$ cat src/rtl/b64d_pkg.sv
// shared types, constants and character mapping functions for the base64 decoder
// no dependencies
`default_nettype none

package b64d_pkg;

  // default depth of the result queue (power of two, at least 4)
  localparam int unsigned B64D_FIFO_DEPTH = 8;
  // most results one character can cause
  localparam int unsigned B64D_RES_MAX = 3;
  // the padding character '='
  localparam logic [7:0] PAD_CHAR = 8'd61;

  typedef enum logic [1:0] {
    ST_DATA  = 2'd0,
    ST_END   = 2'd1,
    ST_ERROR = 2'd2
  } status_e;

  typedef struct packed {
    logic [7:0] data_byte;
    status_e    status;
    logic       last;
  } result_t;

  typedef struct packed {
    logic       hit;
    logic [5:0] value;
  } sextet_t;

  // file-name-safe alphabet in ascii order: + 0-9 A-Z _ a-z
  function automatic sextet_t map_safe(logic [7:0] c);
    sextet_t s;
    s = '{hit: 1'b1, value: 6'd0};
    if (c == 8'd43) begin
      s.value = 6'd0;
    end else if (c >= 8'd48 && c <= 8'd57) begin
      s.value = 6'(c - 8'd47);
    end else if (c >= 8'd65 && c <= 8'd90) begin
      s.value = 6'(c - 8'd54);
    end else if (c == 8'd95) begin
      s.value = 6'd37;
    end else if (c >= 8'd97 && c <= 8'd122) begin
      s.value = 6'(c - 8'd59);
    end else begin
      s.hit = 1'b0;
    end
    return s;
  endfunction

  // standard mime alphabet: A-Z a-z 0-9 + /
  function automatic sextet_t map_mime(logic [7:0] c);
    sextet_t s;
    s = '{hit: 1'b1, value: 6'd0};
    if (c >= 8'd65 && c <= 8'd90) begin
      s.value = 6'(c - 8'd65);
    end else if (c >= 8'd97 && c <= 8'd122) begin
      s.value = 6'(c - 8'd71);
    end else if (c >= 8'd48 && c <= 8'd57) begin
      s.value = 6'(c + 8'd4);
    end else if (c == 8'd43) begin
      s.value = 6'd62;
    end else if (c == 8'd47) begin
      s.value = 6'd63;
    end else begin
      s.hit = 1'b0;
    end
    return s;
  endfunction

endpackage

`default_nettype wire

$ cat src/rtl/b64d_in_if.sv
// character channel of the base64 decoder: valid/ready plus one encoded character
// no dependencies
`default_nettype none

interface b64d_in_if;
  logic       valid;
  logic       ready;
  logic [7:0] char_code;
  logic       last_char;

  modport source (output valid, output char_code, output last_char, input ready);
  modport sink   (input valid, input char_code, input last_char, output ready);
endinterface

`default_nettype wire

$ cat src/rtl/b64d_out_if.sv
// result channel of the base64 decoder: valid/ready plus byte, status and last flag
// no dependencies
`default_nettype none

interface b64d_out_if;
  logic       valid;
  logic       ready;
  logic [7:0] data_byte;
  logic [1:0] status;
  logic       last;

  modport source (output valid, output data_byte, output status, output last, input ready);
  modport sink   (input valid, input data_byte, input status, input last, output ready);
endinterface

`default_nettype wire

$ cat src/rtl/base64_decoder_two_alphabets_unit.sv
// Streaming base64 decoder with two selectable alphabets.
// Input channel in_i: one character per item, last_char flags the end of a message.
// Output channel out_o: one result per item (data byte, end marker or error),
// last flags the final result of a message.
// Config: cfg_we_i/cfg_wdata_i write the alphabet select (0 file-name-safe, 1 mime);
// write it only while the block is idle.
// Each accepted character is decoded in the cycle it is taken; its 0 to 3 results
// land in a result queue of FifoDepth entries and, when the queue held nothing, the
// first of them is offered on out_o in the next cycle.
// Throughput: one character per cycle while in_i.ready is high. The result queue drains
// one result per cycle; a complete quartet pushes three results, which the next three
// characters of the quartet leave time to drain. in_i.ready is high while at least three
// queue entries are free, so the queue depth sets how long the block keeps taking
// characters once out_o stalls; a stalled receiver simply holds the head result on out_o.
// Reset: alphabet select goes to the file-name-safe set, the message state clears
// and the result queue empties. FifoDepth must be a power of two, 4 or more.
`default_nettype none

module base64_decoder_two_alphabets_unit
  import b64d_pkg::*;
#(
  parameter int unsigned FifoDepth = B64D_FIFO_DEPTH
) (
  input  wire logic  clk_i,
  input  wire logic  rst_ni,
  input  wire logic  cfg_we_i,
  input  wire logic  cfg_wdata_i,
  b64d_in_if.sink    in_i,
  b64d_out_if.source out_o
);

  localparam int unsigned PtrW = $clog2(FifoDepth);
  localparam int unsigned CntW = $clog2(FifoDepth + 1);

  // configuration and message state
  logic        alpha_q;
  logic [17:0] acc_q, acc_d;
  logic [1:0]  pos_q, pos_d;
  logic [1:0]  pad_q, pad_d;
  logic        disc_q, disc_d;

  // result queue
  result_t             fifo_q [FifoDepth];
  logic [PtrW-1:0]     wr_ptr_q, rd_ptr_q;
  logic [CntW-1:0]     cnt_q, cnt_d;

  logic        in_acc;
  logic        pop;
  sextet_t     sext;
  result_t     res [B64D_RES_MAX];
  logic [1:0]  push_n;
  logic        fin_en;
  logic [17:0] fin_acc;
  logic [1:0]  fin_pos;
  logic        err;
  logic [23:0] group;

  assign in_i.ready = (cnt_q <= CntW'(FifoDepth - B64D_RES_MAX));
  assign in_acc     = in_i.valid && in_i.ready;
  assign pop        = out_o.valid && out_o.ready;

  // character decode, state update and result build
  always_comb begin
    sext    = alpha_q ? map_mime(in_i.char_code) : map_safe(in_i.char_code);
    group   = {acc_q, sext.value};
    acc_d   = acc_q;
    pos_d   = pos_q;
    pad_d   = pad_q;
    disc_d  = disc_q;
    push_n  = 2'd0;
    fin_en  = 1'b0;
    fin_acc = acc_q;
    fin_pos = pos_q;
    err     = 1'b0;
    for (int k = 0; k < B64D_RES_MAX; k++) begin
      res[k] = '{data_byte: 8'h00, status: ST_DATA, last: 1'b0};
    end

    if (in_acc && !disc_q) begin
      priority if (in_i.char_code == PAD_CHAR) begin
        if (pad_q >= 2'd2) begin
          err = 1'b1;
        end else begin
          pad_d  = pad_q + 2'd1;
          fin_en = in_i.last_char;
        end
      end else if (!sext.hit || pad_q != 2'd0) begin
        err = 1'b1;
      end else if (pos_q == 2'd3) begin
        res[0] = '{data_byte: group[23:16], status: ST_DATA, last: 1'b0};
        res[1] = '{data_byte: group[15:8],  status: ST_DATA, last: 1'b0};
        res[2] = '{data_byte: group[7:0],   status: ST_DATA, last: in_i.last_char};
        push_n = 2'd3;
        acc_d  = '0;
        pos_d  = 2'd0;
      end else begin
        acc_d   = group[17:0];
        pos_d   = pos_q + 2'd1;
        fin_acc = group[17:0];
        fin_pos = pos_q + 2'd1;
        fin_en  = in_i.last_char;
      end
    end

    // leftover of the group at message end
    if (fin_en) begin
      push_n = 2'd1;
      unique case (fin_pos)
        2'd0: res[0] = '{data_byte: 8'h00, status: ST_END, last: 1'b1};
        2'd1: res[0] = '{data_byte: 8'h00, status: ST_ERROR, last: 1'b1};
        2'd2: res[0] = '{data_byte: fin_acc[11:4], status: ST_DATA, last: 1'b1};
        2'd3: begin
          res[0] = '{data_byte: fin_acc[17:10], status: ST_DATA, last: 1'b0};
          res[1] = '{data_byte: fin_acc[9:2],   status: ST_DATA, last: 1'b1};
          push_n = 2'd2;
        end
        default: res[0] = '{data_byte: 8'h00, status: ST_ERROR, last: 1'b1};
      endcase
    end

    // error drops the rest of the message
    if (err) begin
      res[0] = '{data_byte: 8'h00, status: ST_ERROR, last: 1'b1};
      push_n = 2'd1;
      disc_d = 1'b1;
    end

    // any final character clears the message state
    if (in_acc && in_i.last_char) begin
      acc_d  = '0;
      pos_d  = 2'd0;
      pad_d  = 2'd0;
      disc_d = 1'b0;
    end
  end

  assign cnt_d = cnt_q + CntW'(push_n) - CntW'(pop);

  // control registers
  always_ff @(posedge clk_i or negedge rst_ni) begin
    if (!rst_ni) begin
      alpha_q  <= 1'b0;
      acc_q    <= '0;
      pos_q    <= 2'd0;
      pad_q    <= 2'd0;
      disc_q   <= 1'b0;
      wr_ptr_q <= '0;
      rd_ptr_q <= '0;
      cnt_q    <= '0;
    end else begin
      if (cfg_we_i) begin
        alpha_q <= cfg_wdata_i;
      end
      acc_q    <= acc_d;
      pos_q    <= pos_d;
      pad_q    <= pad_d;
      disc_q   <= disc_d;
      wr_ptr_q <= wr_ptr_q + PtrW'(push_n);
      rd_ptr_q <= rd_ptr_q + PtrW'(pop);
      cnt_q    <= cnt_d;
    end
  end

  // queue storage, up to three entries written per cycle
  always_ff @(posedge clk_i) begin
    for (int k = 0; k < B64D_RES_MAX; k++) begin
      if (2'(k) < push_n) begin
        fifo_q[wr_ptr_q + PtrW'(k)] <= res[k];
      end
    end
  end

  // head of the queue drives the output
  assign out_o.valid     = (cnt_q != '0);
  assign out_o.data_byte = fifo_q[rd_ptr_q].data_byte;
  assign out_o.status    = fifo_q[rd_ptr_q].status;
  assign out_o.last      = fifo_q[rd_ptr_q].last;

`ifndef SYNTHESIS
  a_cnt_bound : assert property (@(posedge clk_i) disable iff (!rst_ni)
    cnt_q <= CntW'(FifoDepth))
    else $error("result queue count above depth");

  a_room_on_ready : assert property (@(posedge clk_i) disable iff (!rst_ni)
    in_acc |-> (cnt_q + CntW'(B64D_RES_MAX) <= CntW'(FifoDepth)))
    else $error("character taken without room for its results");

  a_discard_silent : assert property (@(posedge clk_i) disable iff (!rst_ni)
    (in_acc && disc_q) |-> (push_n == 2'd0))
    else $error("result pushed while discarding");

  a_error_is_last : assert property (@(posedge clk_i) disable iff (!rst_ni)
    (push_n != 2'd0 && res[0].status == ST_ERROR) |-> (res[0].last && push_n == 2'd1))
    else $error("error result not final");

  a_clear_after_end : assert property (@(posedge clk_i) disable iff (!rst_ni)
    (in_acc && in_i.last_char) |=> (pos_q == 2'd0 && pad_q == 2'd0 && !disc_q))
    else $error("message state not cleared after final character");
`endif

endmodule

`default_nettype wire

$ cat src/flat_wrapper.sv
// flat-port wrapper written by rule: the top's interface ports become plain ports
module base64_decoder_two_alphabets_unit_flat import b64d_pkg::*;
#(
  parameter int unsigned FifoDepth = B64D_FIFO_DEPTH
)
  (clk_i, rst_ni, cfg_we_i, cfg_wdata_i, in_i_valid, in_i_char_code, in_i_last_char, in_i_ready, out_o_valid, out_o_data_byte, out_o_status, out_o_last, out_o_ready);
  b64d_in_if in_i_i ();
  b64d_out_if out_o_i ();
  input  wire logic clk_i;
  input  wire logic rst_ni;
  input  wire logic cfg_we_i;
  input  wire logic cfg_wdata_i;
  input wire logic [$bits(in_i_i.valid)-1:0] in_i_valid;
  input wire logic [$bits(in_i_i.char_code)-1:0] in_i_char_code;
  input wire logic [$bits(in_i_i.last_char)-1:0] in_i_last_char;
  output wire logic [$bits(in_i_i.ready)-1:0] in_i_ready;
  output wire logic [$bits(out_o_i.valid)-1:0] out_o_valid;
  output wire logic [$bits(out_o_i.data_byte)-1:0] out_o_data_byte;
  output wire logic [$bits(out_o_i.status)-1:0] out_o_status;
  output wire logic [$bits(out_o_i.last)-1:0] out_o_last;
  input wire logic [$bits(out_o_i.ready)-1:0] out_o_ready;
  assign in_i_i.valid = in_i_valid;
  assign in_i_i.char_code = in_i_char_code;
  assign in_i_i.last_char = in_i_last_char;
  assign in_i_ready = in_i_i.ready;
  assign out_o_valid = out_o_i.valid;
  assign out_o_data_byte = out_o_i.data_byte;
  assign out_o_status = out_o_i.status;
  assign out_o_last = out_o_i.last;
  assign out_o_i.ready = out_o_ready;
  base64_decoder_two_alphabets_unit #(.FifoDepth(FifoDepth)) u_core (.clk_i(clk_i), .rst_ni(rst_ni), .cfg_we_i(cfg_we_i), .cfg_wdata_i(cfg_wdata_i), .in_i(in_i_i), .out_o(out_o_i));
endmodule
$ cat config.mk
export PLATFORM = sky130hd
export DESIGN_NAME = base64_decoder_two_alphabets_unit_flat
export DESIGN_NICKNAME = d
export VERILOG_FILES = /design/src/rtl/b64d_pkg.sv /design/src/rtl/b64d_in_if.sv /design/src/rtl/b64d_out_if.sv /design/src/rtl/base64_decoder_two_alphabets_unit.sv /design/src/flat_wrapper.sv
export SDC_FILE = /design/constraint.sdc
export NUM_CORES = 1
export LEC_CHECK = 0
export CORE_MARGIN = 2
export CORE_UTILIZATION = 40
export CTS_BUF_LIST = sky130_fd_sc_hd__clkbuf_4
export CTS_CLUSTER_SIZE = 14
export DETAILED_ROUTE_END_ITERATION = 12
export DONT_BUFFER_PORTS = 1
export GPL_TIMING_DRIVEN = 0
export SLEW_MARGIN = 20
export SYNTH_ARGS = -nofsm -noshare
export SYNTH_HDL_FRONTEND = slang
export SYNTH_SLANG_ARGS = --single-unit
$ cat constraint.sdc
create_clock -name clk_i -period 9.4 [get_ports clk_i]
set_clock_uncertainty 0.2 [all_clocks]
set_input_delay 1.41 -clock clk_i [delete_from_list [all_inputs] [get_ports clk_i]]
set_output_delay 1.41 -clock clk_i [all_outputs]
set_load 0.01 [all_outputs]
==> results of run 1 <==
-- cells by family (layout without fill, tap and decap cells) --
group                      Yosys count  after routing  synth area share
and+or+nand+nor                    309            309             0.179
AOI/OAI and AO/OA                  234            234             0.218
DFF                                122            122             0.398
buffers and inverters               83            115            0.0426
muxes                               52             52            0.0978
adders and majority gates           31             31            0.0481
xor gates and xnor gates            16             16            0.0167
other                                0              1                 0
-- cell usage after synthesis, types with 9 or more instances --
library cell / instances / area share
nand2_1: 101 / 0.045
nor2_1: 80 / 0.036
edfxtp_1: 72 / 0.26
o221ai_1: 54 / 0.057
nand3_1: 45 / 0.027
a21oi_1: 35 / 0.021
dfrtp_1: 34 / 0.10
inv_1: 34 / 0.015
ha_1: 29 / 0.043
o21ai_0: 26 / 0.016
clkbuf_1: 24 / 0.011
mux4_2: 22 / 0.059
a22oi_1: 17 / 0.015
dfxtp_1: 16 / 0.038
mux2_2: 15 / 0.020
mux2i_1: 14 / 0.017
nand2b_1: 12 / 0.0090
a211oi_1: 9 / 0.0081
a31oi_1: 9 / 0.0067
buf_2: 9 / 0.0054
nor3_1: 9 / 0.0054
o21ai_1: 9 / 0.0054
xnor2_1: 9 / 0.0094
-- final cells by class --
type                            count  share of cell area
Clock inverter                     11              0.0136
Tap cell                          270              0.0376
Inverter                           35              0.0146
Buffer                             48              0.0250
Multi-Input combinational cell    642               0.521
Antenna cell                        1            0.000278
Clock buffer                       21              0.0175
Sequential cell                   122               0.371
-- stage by stage --
step                      setup WS (ns)  total power, mW  cell area, sq um
after global placement             3.23             1.39              8710
after detailed placement           3.24             1.39              8710
after CTS                          3.84             1.77              8990
after floorplan                    4.22             1.21              8370
after global routing               3.46             1.86              8990
final                              3.69             1.77              8990
-- worst paths after layout --
path,slack [ns],start,depth (start not counted),to
max,3.69,in_i_char_code[2],12,u_core.fifo_q[7][6]$_DFFE_PP_
min,0.30,u_core.fifo_q[6][1]$_SDFFE_PP0N_,2,u_core.fifo_q[6][1]$_SDFFE_PP0N_
max reg2reg,4.67,u_core.cnt_q[3]$_DFF_PN0_,10,u_core.fifo_q[7][6]$_DFFE_PP_
min reg2reg,0.30,u_core.fifo_q[6][1]$_SDFFE_PP0N_,2,u_core.fifo_q[6][1]$_SDFFE_PP0N_
max in group asynchronous,8.58,rst_ni,0,u_core.acc_q[0]$_DFFE_PN0P_
min in group asynchronous,0.31,rst_ni,0,u_core.acc_q[12]$_DFFE_PN0P_
-- layout by cell type, fill, tap and decap left out, types with 12 or more instances in the layout --
master / netlist / routed
a21oi_1: 35 / 35
a22oi_1: 17 / 17
clkbuf_1: 24 / 24
clkbuf_4: 0 / 21
dfrtp_1: 34 / 34
dfxtp_1: 16 / 16
edfxtp_1: 72 / 72
ha_1: 29 / 29
inv_1: 34 / 34
mux2_2: 15 / 15
mux2i_1: 14 / 14
mux4_2: 22 / 22
nand2_1: 101 / 101
nand2b_1: 12 / 12
nand3_1: 45 / 45
nor2_1: 80 / 80
o21ai_0: 26 / 26
o221ai_1: 54 / 54
-- state kept, by name, indices dropped and copies added (netlist names) --
register / cells
u_core.acc_q: 18
u_core.alpha_q: 1
u_core.cnt_q: 4
u_core.disc_q: 1
u_core.fifo_q: 88
u_core.pad_q: 2
u_core.pos_q: 2
u_core.rd_ptr_q: 3
u_core.wr_ptr_q: 3
-- layer usage --
metal | vias to the layer above | wire, microns | GRT usage
met2 | 331 | 12700 | 0.402
met1 | 3566 | 11600 | 0.343
met3 | 65 | 1980 | 0.0497
met5 | - | 0 | 0
met4 | 0 | 1030 | 0.100
li1 | 3312 | - | -
-- power by group --
part / switching (mW) / internal (mW)
Clock: 0.211 / 0.169
Combinational: 0.438 / 0.255
Sequential: 0.0574 / 0.635
-- worst max-delay path: cells and delay by family --
family                   cells  cell delay, ns
AND/OR/NAND/NOR              4            1.99
AO/OA/AOI/OAI                4            1.10
buffers and inverters        3            0.93
adder cells (fa/ha/maj)      1            0.21
==> metrics.yaml, run 1 <==
route:
  firstDrtPassIters: 6
  drc: 0
  dr.first_iter.drc_count: 851
  wl_per_cell_microns: 23.7
  drtAntennaViolNets: 0
  viasPerCell: 6.33
  vias: 7274
  drt-total-wl_mm: 27.3
die:
  die_area_sq_um: 22100
  coreArea_sq_um: 20400
  ios: 28
  die_h_microns: 149
  fp-row-count: 52
  initial_core_util: 0.411
  die_x_microns: 149
timing:
  holdWs_ns: 0.303
  setup_viol: 0
  slew_headroom: 0.340
  fin_crit_ns: 5.71
  hold_viol: 0
  max_freq_mhz: 175
  rsz0062_at_grt: "false"
  slew_violations: 0
  finalCritPeriodShare: 0.608
  worstMarginPinSlew_ns: 0.990
  finalSetupTns_ns: 0
yosys:
  synthFlopType: "edfxtp_1"
  yosysSeqAreaShare: 0.398
  synth_edf_count: 72
  yosysUniqueCellTypes: 83
  synth_warnings: 0
  synth_seq_cells: 122
  synth_nets: 893
  syn_area_sq_um: 8370
  syn_inst: 847
  async_reset_ff_frac: 0.279
  syn_area_per_cell_sq_um: 9.88
job:
  cap_viol_max_count: 0
worst_setup_path:
  cp-end-kind: "register"
  critPathMaxStageDelay_ns: 0.68
  crit_chain: "clkbuf_1 > inv_1 > ha_1 > a21o_1 > o221ai_1 > o211ai_2 > a31oi_1 > nor2_1 > clkbuf_1 > nor2_1 > nand3_1 > nand3_1"
  critPathSlowestCell: "nor2_1"
  worstSetupPathType: "in -> reg"
  critPathMaxFanout: 10
  critPathLaunchType: "primary input"
  cp.required_ns: 9.34
  arrival_ns: 5.65
hold_path:
  hp-class: "reg -> reg"
final_layout:
  regArea_sq_um: 3330
  nets: 912
  drive_above_1_share: 0.148
  fin_cells: 1150
  synthToLayoutAreaGrowth_pct: 7.49
  multiInputGateArea_sq_um: 4680
  nFillCells: 1999
  post-route-util: 0.442
status:
  status: "finished clean"
grt:
  antenna_found_initial: 1
  grt_pass1_wl_mm: 41.9
  overflow: 0
  first_global_vias: 6958
  grt_start_max_net_pins: 35
  grt_usage: 0.253
clock_network:
  cts_buffers: 17
  cts_hold_buf: 0
  clockRootBuffer: "clkbuf_4"
  htreeDepth: 4
  clk_pin_slew_ns: 0.10
  clkLatencyLatePin_ns: 0.58
  clkSinkCount: 122
  ctsResizeCount: 0
  clock_path_buffers: 2
  cts_tree: "yes"
  cts_setup_buffers: 0
power:
  max-vdd-ir-drop_mv: 0.0711
  powerDensity_nw_per_um2: 196
  leakage_nw: 3.07
placed_design:
  dp_cells: 1117
  io_buffers: 0
  post-dp-hpwl_mm: 20.7
  routabilityCongestion: 0.984
Note: power is estimated with default switching activity, not from simulation.
==> run 2, diff against run 1 <==
--- a/config.mk
+++ b/config.mk
@@ -5,6 +5,7 @@
 export SDC_FILE = /design/constraint.sdc
 export NUM_CORES = 1
 export LEC_CHECK = 0
+export ABC_AREA = 1
 export CORE_MARGIN = 2
 export CORE_UTILIZATION = 40
 export CTS_BUF_LIST = sky130_fd_sc_hd__clkbuf_4
==> constraint.sdc (replaced) <==
create_clock -name clk_i -period 4.65 [get_ports clk_i]
set_clock_uncertainty 0.2 [all_clocks]
set_input_delay 0.6975 -clock clk_i [delete_from_list [all_inputs] [get_ports clk_i]]
set_output_delay 0.6975 -clock clk_i [all_outputs]
set_load 0.01 [all_outputs]
==> metrics.yaml, run 2 <==
yosys:
  synth_common_cells: "346 x nand2_1, 137 x nor2_1, 122 x nand3_1"  # was 101 x nand2_1, 80 x nor2_1, 72 x edfxtp_1
  yosys-top-cells-area: "edfxtp_1 25%, nand2_1 15%, dfrtp_1 10%, nand3_1 7.1%, nor2_1 6.0%"  # was edfxtp_1 26%, dfrtp_1 10%, mux4_2 5.9%, o221ai_1 5.7%, nand2_1 4.5%
  syn_area_per_cell_sq_um: 7.09  # was 9.88 sq um
  synth_area_leader_cell: "edfxtp_1"  # unchanged
  synthFlopType: "edfxtp_1"  # unchanged
  async_reset_ff_frac: 0.279  # unchanged
  synth_warnings: 0  # unchanged
  yosysUniqueCellTypes: 43  # was 83
  synth_nets: 1252  # was 893
  syn_inst: 1206  # was 847
  yosysSeqAreaShare: 0.390  # was 0.398
  synth_seq_cells: 122  # unchanged
  syn_area_sq_um: 8550  # was 8370 sq um
  synth_top_area_frac: 0.253  # was 0.258
  synth_edf_count: 72  # unchanged
  yosysMostFrequentCell: "nand2_1"  # unchanged
die:
  die_h_microns: 150  # was 149 microns
  ios: 28  # unchanged
  die_area_sq_um: 22600  # was 22100 sq um
  coreArea_sq_um: 21000  # was 20400 sq um
  die_x_microns: 150  # was 149 microns
  initial_core_util: 0.407  # was 0.411
  fp-row-count: 53  # was 52
clock_network:
  cts_setup_buffers: 0  # unchanged
  clkSinkCount: 122  # unchanged
  clockRootBuffer: "clkbuf_4"  # unchanged
  ctsResizeCount: 0  # unchanged
  clock_path_buffers: 2  # unchanged
  cts_hold_buf: 3  # was 0
  clkLatencyLatePin_ns: 0.62  # was 0.58 ns
  clk_pin_slew_ns: 0.12  # was 0.10 ns
  cts_tree: "yes"  # unchanged
  cts_buffers: 17  # unchanged
  htreeDepth: 4  # unchanged
power:
  max-vdd-ir-drop_mv: 0.154  # was 0.0711 mV
  leakage_nw: 4.07  # was 3.07 nW
  powerDensity_nw_per_um2: 423  # was 196 nW/um^2
timing:
  rsz0062_at_grt: "false"  # unchanged
  slew_headroom: 0.356  # was 0.340
  holdWs_ns: -0.00423  # was 0.303 ns
  slew_violations: 0  # unchanged
  finalCritPeriodShare: 0.872
  hold_viol: 1  # was 0
  finalSetupTns_ns: 0  # unchanged
  max_freq_mhz: 247
  setup_viol: 0  # unchanged
  worstMarginPinSlew_ns: 0.966  # was 0.990 ns
  fin_crit_ns: 4.05
route:
  drc: 0  # unchanged
  viasPerCell: 5.62  # was 6.33
  drt-total-wl_mm: 30.5  # was 27.3 mm
  dr.first_iter.drc_count: 935  # was 851
  wl_per_cell_microns: 20.1  # was 23.7 microns
  drtAntennaViolNets: 0  # unchanged
  vias: 8524  # was 7274
  firstDrtPassIters: 6  # unchanged
worst_setup_path:
  cp-endpoint: "u_core.fifo_q[6][5]$_DFFE_PP_"  # was u_core.fifo_q[7][6]$_DFFE_PP_
  cp-startpoint: "u_core.cnt_q[3]$_DFF_PN0_"  # was in_i_char_code[2]
  r2r_slack_ns: 0.60  # was 4.67 ns
  critPathMaxFanout: 10  # unchanged
  arrival_ns: 4.12  # was 5.65 ns
  critPathLaunchType: "register"  # was primary input
  rr_endpoint: "u_core.fifo_q[6][5]$_DFFE_PP_"  # was u_core.fifo_q[7][6]$_DFFE_PP_
  cp-end-kind: "register"  # unchanged
  worstSetupPathType: "reg -> reg"  # was in -> reg
  cp.required_ns: 4.72  # was 9.34 ns
  ff2ff_path_depth: 16  # was 10
  reg2reg_from: "u_core.cnt_q[3]$_DFF_PN0_"  # unchanged
grt:
  grt_pass1_wl_mm: 46.0  # was 41.9 mm
  antenna_found_initial: 1  # unchanged
  grt_usage: 0.277  # was 0.253
  first_global_vias: 7907  # was 6958
  overflow: 0  # unchanged
  grt_start_max_net_pins: 35  # unchanged
status:
  status: "complete, but fails checks"  # was finished clean
  violations: "negative hold slack"
final_layout:
  mostFrequentLayoutCell: "nand2_1"  # unchanged
  nets: 1274  # was 912
  regMostFlops: "u_core.fifo_q"  # unchanged
  reg_top3: "u_core.fifo_q: 88 flops, u_core.acc_q: 18 flops, u_core.cnt_q: 4 flops"  # unchanged
  fin_cells: 1518  # was 1150
  nFillCells: 2195  # was 1999
  layout_common_cells: "346 x nand2_1, 137 x nor2_1, 122 x nand3_1"  # was 101 x nand2_1, 80 x nor2_1, 72 x edfxtp_1
  post-route-util: 0.438  # was 0.442
  drive_above_1_share: 0.0733  # was 0.148
  synthToLayoutAreaGrowth_pct: 7.59  # was 7.49%
  largest_reg_flops: 88  # unchanged
placed_design:
  dp_cells: 1481  # was 1117
  routabilityCongestion: 0.967  # was 0.984
  io_buffers: 0  # unchanged
  post-dp-hpwl_mm: 22.3  # was 20.7 mm
hold_path:
  hp-class: "in -> reg"  # was reg -> reg
job:
  cap_viol_max_count: 0  # unchanged
run 2: changes by cell type after synthesis, sizes merged, moves of 20 or more:
cell    previous run  this run
a22oi             20         0
inv               34       124
mux4              22         0
nand2            103       355
nand3             45       127
nor2              82       143
o211ai             5        33
o21ai             36        82
o221ai            54         0
run 2: final cells by class:
type / instances / area [sq um] / area share
inverters: 133 / 504 / 0.0548
flip-flops and latches: 122 / 3330 / 0.362
multi-input cells: 910 / 4520 / 0.492
clock buffers: 18 / 135 / 0.0147
repair buffers: 3 / 40.0 / 0.00435
diodes: 2 / 5.00 / 0.000544
clock inverters: 14 / 125 / 0.0136
well taps: 275 / 344 / 0.0374
plain buffers: 41 / 191 / 0.0208
run 2: kinds of logic (layout without fill, tap and decap cells):
logic type	count (synthesis)	in the layout	share of synthesized area
compound gates	201	201	0.134
xor+xnor	13	13	0.0133
fa+ha+maj	31	31	0.0471
buf+inv	174	209	0.0814
flops	122	122	0.390
other cells	0	2	0
simple gates	665	665	0.335
run 2: worst min path at each step:
stage / start / end / slack, ns / cells after the start
6_report: cfg_wdata_i / u_core.alpha_q$_DFFE_PN0P_ / -0.004 / 2
5_1_grt: cfg_wdata_i / u_core.alpha_q$_DFFE_PN0P_ / 0.04 / 2
4_1_cts: cfg_wdata_i / u_core.alpha_q$_DFFE_PN0P_ / 0.007 / 2
3_5_place_dp: rst_ni / u_core.pad_q[0]$_DFFE_PN0P_ / 0.20 / 0
3_3_place_gp: rst_ni / u_core.pos_q[0]$_DFFE_PN0P_ / 0.20 / 0
2_1_floorplan: rst_ni / u_core.acc_q[0]$_DFFE_PN0P_ / 0.20 / 0
run 2: routing by layer:
| metal | vias up | share of wire | track usage |
|---|---|---|---|
| li1 | 4068 | - | - |
| met5 | - | 0.00089 | 0 |
| met2 | 411 | 0.46 | 0.450 |
| met1 | 3957 | 0.40 | 0.350 |
| met3 | 86 | 0.096 | 0.0697 |
| met4 | 2 | 0.043 | 0.120 |
run 2: worst max-delay path, stage by stage, from the launching register on:
cell	delay (ns)
dfrtp_1	0.39
inv_1	0.08
ha_1	0.16
nand2_1	0.05
nand2_1	0.05
nand2_1	0.07
inv_2	0.09
nand3_1	0.23
nor2_2	0.31
nand3_4	0.21
nor2_4	0.26
buf_2	0.28
buf_2	0.28
nand2_1	0.31
inv_1	0.25
nor2_1	0.10
nand2_1	0.38
run 2: report_power, final:
group | internal [mW] | switching, mW
logic | 0.465 | 1.26
clock network | 0.270 | 0.474
registers | 1.32 | 0.112
run 2: per-stage QoR:
step | cell area [sq um] | hold slack (ns) | total power, mW | setup slack, ns
3_3_place_gp | 8890 | 0.204 | 3.13 | 0.162
6_report | 9200 | -0.00423 | 3.89 | 0.597
2_1_floorplan | 8550 | 0.202 | 2.60 | 1.02
3_5_place_dp | 8890 | 0.203 | 3.15 | 0.168
5_1_grt | 9200 | 0.0398 | 4.13 | 0.354
4_1_cts | 9200 | 0.00657 | 3.88 | 0.601
